### src/ilist_pkg.sv
// ----------------------------------------------------------------------------
// ilist_pkg
// types, codes and defaults shared by the indexed list block
// ----------------------------------------------------------------------------
package ilist_pkg;

   localparam int DEF_CAPACITY   = 64;
   localparam int DEF_DATA_WIDTH = 32;

   // fixed field widths of the request and response items
   localparam int ACTION_W = 2;
   localparam int POS_W    = 7;
   localparam int VALUE_W  = 32;
   localparam int STATUS_W = 2;
   localparam int FIDX_W   = 6;
   localparam int COUNT_W  = 7;

   typedef enum logic [ACTION_W-1:0] {
      ACT_INSERT = 2'd0,
      ACT_ERASE  = 2'd1,
      ACT_FIND   = 2'd2,
      ACT_NONE   = 2'd3
   } action_type;

   typedef enum logic [STATUS_W-1:0] {
      ST_DONE    = 2'd0,
      ST_BAD_POS = 2'd1,
      ST_FULL    = 2'd2
   } status_type;

   typedef enum logic [2:0] {
      S_IDLE,
      S_DECIDE,
      S_SCAN,
      S_DRAIN,
      S_PUT,
      S_FINISH
   } state_type;

   // controller to datapath
   typedef struct packed {
      logic load;      // capture request fields
      logic judge;     // latch result status
      logic start;     // set walk pointers, update count
      logic rd_en;     // read list at walk pointer
      logic put;       // write new word at position
      logic rsp_load;  // load response register
   } cmd_type;

   // datapath to controller
   typedef struct packed {
      action_type act;
      status_type code;
      logic       empty_run;  // no entries to walk
      logic       last;       // walk pointer at end index
      logic       hit;        // find matched this cycle
   } sts_type;

endpackage

### src/ilist_ctrl.sv
// ----------------------------------------------------------------------------
// ilist_ctrl
// request sequencer: decide, walk the list, write, hand off the response
// ----------------------------------------------------------------------------
module ilist_ctrl import ilist_pkg::*; (
   input  logic    clock,
   input  logic    reset,
   input  logic    req_valid,
   output logic    req_stall,
   output logic    rsp_valid,
   input  logic    rsp_stall,
   input  sts_type sts,
   output cmd_type cmd
);

   state_type state_ff, state_in;
   logic      rsp_valid_ff, rsp_valid_in;

   always_ff @(posedge clock) begin
      if (reset) begin
         state_ff     <= S_IDLE;
         rsp_valid_ff <= 1'b0;
      end else begin
         state_ff     <= state_in;
         rsp_valid_ff <= rsp_valid_in;
      end
   end

   always_comb begin
      state_in = state_ff;
      cmd      = '0;
      unique case (state_ff)
         S_IDLE: begin
            if (req_valid) begin
               cmd.load = 1'b1;
               state_in = S_DECIDE;
            end
         end
         S_DECIDE: begin
            cmd.judge = 1'b1;
            if (sts.code != ST_DONE || sts.act == ACT_NONE) begin
               state_in = S_FINISH;
            end else begin
               cmd.start = 1'b1;
               if (!sts.empty_run) begin
                  state_in = S_SCAN;
               end else if (sts.act == ACT_INSERT) begin
                  state_in = S_PUT;
               end else begin
                  state_in = S_FINISH;
               end
            end
         end
         S_SCAN: begin
            if (sts.hit) begin
               state_in = S_FINISH;
            end else begin
               cmd.rd_en = 1'b1;
               if (sts.last) state_in = S_DRAIN;
            end
         end
         S_DRAIN: begin
            state_in = (sts.act == ACT_INSERT) ? S_PUT : S_FINISH;
         end
         S_PUT: begin
            cmd.put  = 1'b1;
            state_in = S_FINISH;
         end
         S_FINISH: begin
            if (!rsp_valid_ff || !rsp_stall) begin
               cmd.rsp_load = 1'b1;
               state_in     = S_IDLE;
            end
         end
         default: state_in = S_IDLE;
      endcase
   end

   always_comb begin
      if (cmd.rsp_load) begin
         rsp_valid_in = 1'b1;
      end else if (rsp_valid_ff && !rsp_stall) begin
         rsp_valid_in = 1'b0;
      end else begin
         rsp_valid_in = rsp_valid_ff;
      end
   end

   assign req_stall = (state_ff != S_IDLE);
   assign rsp_valid = rsp_valid_ff;

endmodule

### src/ilist_dpath.sv
// ----------------------------------------------------------------------------
// ilist_dpath
// list memory, count, walk pointers, compare and response register
// ----------------------------------------------------------------------------
module ilist_dpath import ilist_pkg::*; #(
   parameter int CAPACITY   = DEF_CAPACITY,
   parameter int DATA_WIDTH = DEF_DATA_WIDTH
) (
   input  logic                       clock,
   input  logic                       reset,
   input  logic [ACTION_W-1:0]        req_action,
   input  logic [POS_W-1:0]           req_position,
   input  logic signed [VALUE_W-1:0]  req_value,
   input  cmd_type                    cmd,
   output sts_type                    sts,
   output logic [STATUS_W-1:0]        rsp_status,
   output logic                       rsp_found,
   output logic [FIDX_W-1:0]          rsp_found_index,
   output logic [COUNT_W-1:0]         rsp_count
);

   localparam int AW = $clog2(CAPACITY);
   localparam int CW = $clog2(CAPACITY + 1);
   localparam int PW = (CW > POS_W) ? CW : POS_W;

   logic [DATA_WIDTH-1:0] mem [CAPACITY];

   action_type            act_ff;
   logic [POS_W-1:0]      pos_ff;
   logic [DATA_WIDTH-1:0] word_ff;
   logic [CW-1:0]         count_ff, count_in;
   logic [AW-1:0]         ptr_ff, ptr_in;
   logic [AW-1:0]         end_ff;
   logic [AW-1:0]         rdaddr_ff;
   logic                  rdv_ff;
   logic [DATA_WIDTH-1:0] rd_data_ff;
   logic                  found_ff;
   logic [AW-1:0]         fidx_ff;
   status_type            stat_ff;

   logic [STATUS_W-1:0]   rsp_status_ff;
   logic                  rsp_found_ff;
   logic [FIDX_W-1:0]     rsp_fidx_ff;
   logic [COUNT_W-1:0]    rsp_count_ff;

   logic [PW-1:0]         pos_w, cnt_w;
   logic                  pos_bad, full;
   status_type            code;
   logic                  empty_run;
   logic [AW-1:0]         ptr_start, end_start;
   logic                  hit;
   logic                  wr_en;
   logic [AW-1:0]         wr_addr;
   logic [DATA_WIDTH-1:0] wr_data;

   assign pos_w = PW'(pos_ff);
   assign cnt_w = PW'(count_ff);
   assign full  = (count_ff == CW'(CAPACITY));

   always_comb begin
      pos_bad   = 1'b0;
      code      = ST_DONE;
      empty_run = 1'b1;
      ptr_start = '0;
      end_start = AW'(count_ff - CW'(1));
      case (act_ff)
         ACT_INSERT: begin
            pos_bad   = (pos_w > cnt_w);
            code      = pos_bad ? ST_BAD_POS : (full ? ST_FULL : ST_DONE);
            empty_run = (pos_w == cnt_w);
            ptr_start = AW'(count_ff - CW'(1));
            end_start = AW'(pos_ff);
         end
         ACT_ERASE: begin
            pos_bad   = (pos_w >= cnt_w);
            code      = pos_bad ? ST_BAD_POS : ST_DONE;
            empty_run = ((pos_w + PW'(1)) == cnt_w);
            ptr_start = AW'(pos_w + PW'(1));
         end
         ACT_FIND: begin
            empty_run = (count_ff == '0);
         end
         default: begin
            empty_run = 1'b1;
         end
      endcase
   end

   assign hit = rdv_ff && (act_ff == ACT_FIND) && (rd_data_ff == word_ff) && !found_ff;

   assign sts.act       = act_ff;
   assign sts.code      = code;
   assign sts.empty_run = empty_run;
   assign sts.last      = (ptr_ff == end_ff);
   assign sts.hit       = hit;

   // count and walk pointer
   always_comb begin
      count_in = count_ff;
      ptr_in   = ptr_ff;
      if (cmd.start) begin
         ptr_in = ptr_start;
         if (act_ff == ACT_INSERT) count_in = count_ff + CW'(1);
         if (act_ff == ACT_ERASE)  count_in = count_ff - CW'(1);
      end else if (cmd.rd_en) begin
         ptr_in = (act_ff == ACT_INSERT) ? ptr_ff - AW'(1) : ptr_ff + AW'(1);
      end
   end

   always_ff @(posedge clock) begin
      if (reset) begin
         count_ff <= '0;
         rdv_ff   <= 1'b0;
      end else begin
         count_ff <= count_in;
         rdv_ff   <= cmd.rd_en;
      end
   end

   always_ff @(posedge clock) begin
      ptr_ff <= ptr_in;
      if (cmd.load) begin
         act_ff   <= action_type'(req_action);
         pos_ff   <= req_position;
         word_ff  <= DATA_WIDTH'(req_value);
         found_ff <= 1'b0;
         fidx_ff  <= '0;
      end else if (hit) begin
         found_ff <= 1'b1;
         fidx_ff  <= rdaddr_ff;
      end
      if (cmd.judge) stat_ff <= code;
      if (cmd.start) end_ff <= end_start;
      if (cmd.rd_en) rdaddr_ff <= ptr_ff;
      if (cmd.rsp_load) begin
         rsp_status_ff <= stat_ff;
         rsp_found_ff  <= found_ff;
         rsp_fidx_ff   <= FIDX_W'(fidx_ff);
         rsp_count_ff  <= COUNT_W'(count_ff);
      end
   end

   // shift write of the registered read word to its neighbour slot, or the new word
   always_comb begin
      wr_en   = 1'b0;
      wr_addr = rdaddr_ff;
      wr_data = rd_data_ff;
      if (cmd.put) begin
         wr_en   = 1'b1;
         wr_addr = AW'(pos_ff);
         wr_data = word_ff;
      end else if (rdv_ff && act_ff == ACT_INSERT) begin
         wr_en   = 1'b1;
         wr_addr = rdaddr_ff + AW'(1);
      end else if (rdv_ff && act_ff == ACT_ERASE) begin
         wr_en   = 1'b1;
         wr_addr = rdaddr_ff - AW'(1);
      end
   end

   always_ff @(posedge clock) begin
      if (wr_en) mem[wr_addr] <= wr_data;
      if (cmd.rd_en) rd_data_ff <= mem[ptr_ff];
   end

   assign rsp_status      = rsp_status_ff;
   assign rsp_found       = rsp_found_ff;
   assign rsp_found_index = rsp_fidx_ff;
   assign rsp_count       = rsp_count_ff;

endmodule

### src/indexed_list_insert_erase_find.sv
// ----------------------------------------------------------------------------
// indexed_list_insert_erase_find
// insert and erase walk the entries between the position and the end of the list;
// find walks from the front until the first match; appends, pops from the back,
// finds in an empty list and refused or unused requests skip the walk
// one item at a time: the next request is taken in the cycle after the response
// loads, later while an earlier response is still stalled; the walk reads one
// list entry per cycle and writes each one in the cycle after its read
// reset clears the count and the control state; list contents stay undefined
// until written and need no clearing pass
// ----------------------------------------------------------------------------
module indexed_list_insert_erase_find import ilist_pkg::*; #(
   parameter int CAPACITY   = DEF_CAPACITY,
   parameter int DATA_WIDTH = DEF_DATA_WIDTH
) (
   input  logic                       clock,
   input  logic                       reset,
   // request item
   input  logic                       req_valid,
   output logic                       req_stall,
   input  logic [ACTION_W-1:0]        req_action,
   input  logic [POS_W-1:0]           req_position,
   input  logic signed [VALUE_W-1:0]  req_value,
   // response item
   output logic                       rsp_valid,
   input  logic                       rsp_stall,
   output logic [STATUS_W-1:0]        rsp_status,
   output logic                       rsp_found,
   output logic [FIDX_W-1:0]          rsp_found_index,
   output logic [COUNT_W-1:0]         rsp_count
);

   // command and status between sequencer and datapath
   cmd_type cmd;
   sts_type sts;

   // sequencer: takes one request when idle, steps the walk, and holds the
   // finished response until the response register is free
   ilist_ctrl u_ctrl (
      .clock     (clock),
      .reset     (reset),
      .req_valid (req_valid),
      .req_stall (req_stall),
      .rsp_valid (rsp_valid),
      .rsp_stall (rsp_stall),
      .sts       (sts),
      .cmd       (cmd)
   );

   // datapath: list memory with registered read, count, walk pointers,
   // match compare and the response register
   ilist_dpath #(
      .CAPACITY   (CAPACITY),
      .DATA_WIDTH (DATA_WIDTH)
   ) u_dpath (
      .clock           (clock),
      .reset           (reset),
      .req_action      (req_action),
      .req_position    (req_position),
      .req_value       (req_value),
      .cmd             (cmd),
      .sts             (sts),
      .rsp_status      (rsp_status),
      .rsp_found       (rsp_found),
      .rsp_found_index (rsp_found_index),
      .rsp_count       (rsp_count)
   );

endmodule

### config.mk
export PLATFORM = sky130hd
export DESIGN_NAME = indexed_list_insert_erase_find
export DESIGN_NICKNAME = d
export VERILOG_FILES = /design/src/ilist_pkg.sv /design/src/ilist_ctrl.sv /design/src/ilist_dpath.sv /design/src/indexed_list_insert_erase_find.sv
export SDC_FILE = /design/constraint.sdc
export NUM_CORES = 2
export LEC_CHECK = 0
export BUFFER_PORTS_ARGS = -buffer_cell sky130_fd_sc_hd__buf_2
export CORE_MARGIN = 5
export CORE_UTILIZATION = 45
export DETAILED_ROUTE_END_ITERATION = 10
export PLACE_DENSITY = 0.58
export SLEW_MARGIN = 20
export SYNTH_ARGS = -nofsm -noshare
export SYNTH_HDL_FRONTEND = slang
export SYNTH_SLANG_ARGS = --single-unit
### constraint.sdc
create_clock -name clock -period 5.65 [get_ports clock]
set_clock_uncertainty 0.15 [all_clocks]
set_input_delay 0.2825 -clock clock [delete_from_list [all_inputs] [get_ports clock]]
set_output_delay 0.2825 -clock clock [all_outputs]
set_load 0.02 [all_outputs]
==> impl_results.md <==
- CP max stage delay: between 900 and 1000 ps
- Congestion Overflow GR: 0
- Die width: 442 µm
- Register area share after synthesis: just under 80%
- FMAX: 215 MHz
- Fin crit share: between 80 and 90%
- Area used by multi-input combinational logic: 18700 µm²
- Worst Setup Start Kind: flip-flop
- Hold Path Class: in2reg
- Hold Crit Start: req_value[2]
- I/O pin cnt: between 60 and 70
- PwrDens: roughly 430 nW/µm²
- Yosys reg bits: 2176
- Leak pwr: slightly below 0.03 µW
- Antenna violation net count after detailed routing: 0
- Synth cell types: 64
- Asr flop ratio synth: 0%
- TritonCTS buffer count: around 210
- Via density per instance: ~6
- Cells after Synth: 3627
- Max FO, Critical Path: 32
- Final core occ: 51.6%
- WL per Instance: 33.1 µm
- Worst-margin pin slew: about 1100 ps
- Tmin final: 4640 ps
- Post-Route WL: 217 mm
- CTS tree: built
- CP top delay family: simple AND/OR/NAND/NOR gates
- Routability Congestion: 0.855
- Setup repair bufs after CTS: 0
- HPWL after DPL: ~130 mm
- Avg Cell Area, Syn: 23.2 µm²
- Root buffer cell: clkbuf_16
- Setup TNS: 0 ps
- Port bufs: 62
- Final Hold Viols: 0
- First-pass GRT wire length: 305 mm
- Crit-path cells: nor2b_1 > nand4_1 > and3b_1 > o31a_1 > or3_1 > nor2_4
- CP startpoint: u_dpath.act_ff[0]
- Aggregate global-route resource usage: 22.0%
- Warnings, synthesis: 0
- Post-synth EDFFs: ~2.2k
- Net count after synthesis: approximately 3.7k
- Vias in the first global route: between 30k and 40k
- Vias: ~39k
- Slew HR: between 20% and 30%
- Post-Syn Area: between 80000 and 90000 µm²
- Die Y: approximately 440 µm
- Final Setup Violations: 0
- Peak VDD IR: 304 µV
- Reg2Reg Launch Point: u_dpath.act_ff[0]
- Setup Crit Path Kind: reg2reg
- Crit-path slowest cell: nor2_4
- Drt first pass iters: 5
- Clk sink count: ~2.2k
- Floorplan core area: ~190000 µm²
- # DRC: 0
- Critical path arrival: 4910 ps
- Final Max Tran Viols: 0
- Initial DRC Count: approximately 5.3k
- Critical path buffers and inverters: 0
- Total power: between 40000 and 50000 µW
- Outcome: finished, final reports clean
- Initial antenna violation count: 12
- Worst EP required: between 5000 and 6000 ps
- NumNets Final: 3946
- RSZ-0062 raised after global routing: no
- Area occupied by registers: between 60000 and 70000 µm²
- Crit. End Element: flip-flop
- Filler instances: about 14k
- CTS Buffer Depth: 3
- Worst-path clk slew: about 60 ps
- Synth-to-layout area growth: 13.9%
- Num rows: about 160
- Htree depth: 4
- Share of layout cells above drive strength 1: 29.7%
- Max-cap violations: 0
- Largest net degree at the start of global routing: 117
- Main synth FF type: edfxtp_1
- Clk Latency, worst-skew pair: around 810 ps
- Die area: between 150000 and 200000 µm²
- Initial Util: around 45%
[cells by family after synthesis]
logic type	synth area share, %
AND/OR/NAND/NOR	1.94
buffers and inverters	1.06
adder cells (fa/ha/maj)	0.262
multiplexers	17.4
XOR/XNOR	0.584
flip-flops	77.5
AO/OA/AOI/OAI	1.17
[worst reg2reg max path, stage by stage (launching register included)]
cell      delay, ps
edfxtp_1        700
nor2b_1         780
nand4_1         210
and3b_1         260
o31a_1          380
or3_1           750
nor2_4          980
[Yosys cell counts (all sizes together) (4+ instances only)]
library cell     n  area, µm²
or2              4       25.0
o21ai           20        100
nor2           105        394
mux4           640      14400
nor4             6       43.8
a22oi           51        383
dfxtp           19        380
o211ai           5       37.5
ha              16        200
nor3            10       50.1
a31oi            5       31.3
nand4           10       62.6
or3             13       81.3
nor2b            8       50.1
mux2             4       45.0
clkbuf         100        377
o22ai           13       81.3
buf             89        443
mux2i           19        190
a21oi           26        130
nand3           18       90.1
xnor2           42        368
nand2b          13       81.3
edfxtp        2157      64800
and4             5       43.8
xor2            14        123
nand2          149        559
inv             20       75.1
a21o             5       37.5
[per-layer routing]
layer	GRT usage [%]	up-vias	routed length, µm
li1	-	16000	-
met1	33.2	21300	93400
met2	32.6	1698	98300
met3	4.75	283	18100
met4	6.50	2	6800
met5	0	-	15
[placed cells by master, fill, tap and decap left out, types with 40 or more instances in the layout]
| master | instances |
|---|---|
| edfxtp_1 | 2157 |
| mux4_2 | 640 |
| clkbuf_16 | 216 |
| nand2_1 | 117 |
| buf_4 | 81 |
| dlygate4sd3_1 | 66 |
| nor2_4 | 65 |
| buf_2 | 62 |
| clkinv_1 | 55 |
| a22oi_1 | 51 |
| clkbuf_1 | 44 |
| xnor2_1 | 42 |
| nor2_1 | 40 |
[final cells by class]
type                    instances  area share, %
flip-flops and latches       2176           68.1
repair buffers                232           2.15
multi-input cells            1242           19.6
clock buffers                 260           5.82
inverters                      20         0.0784
diodes                          7         0.0183
well taps                    2480           3.24
clock inverters               117           1.09
[worst paths after layout]
path	slack, ps	to	cells after the start
max reg2reg	1010	u_dpath.mem[20][10]	6
max	1010	u_dpath.mem[20][10]	6
min reg2reg	290	u_dpath.rsp_status[0]	0
min	60	u_dpath.word_ff[2]	2
[sequential cells by signal, summed over array words and instances, names as in the netlist, 2 cells and up]
name,count
u_dpath.act_ff,2
u_dpath.rsp_found_index,6
u_dpath.end_ff,6
u_dpath.word_ff,32
u_dpath.ptr_ff,6
u_dpath.cnt_w,7
u_dpath.rsp_count,7
u_dpath.rsp_status,2
u_dpath.rd_data_ff,32
u_dpath.fidx_ff,6
u_dpath.pos_ff,7
u_dpath.stat_ff,2
u_dpath.rdaddr_ff,6
u_ctrl.state_ff,3
u_dpath.mem,2048
[stage by stage]
step	setup slack, ps	std cells	hold WS [ps]	instance area (µm²)
floorplan	848	3627	231	84000
global placement	1110	6075	277	88200
detailed placement	1090	6080	274	88300
CTS	1050	6523	4.82	95600
global route	824	6529	12.8	95700
finish	1010	6534	61.9	95700
[power breakdown]
group	internal (µW)	total [µW]	switching [µW]
Combinational	2840	8160	5330
Sequential	18900	19100	162
Clock	7810	13700	5850
[what timing repair did]
action | CTS | global route
gates resized for setup | 0 | 0
hold buffers | 66 | 0
endpoints found under the hold margin | 79 | 0
Power figures use the tool's default switching activity.
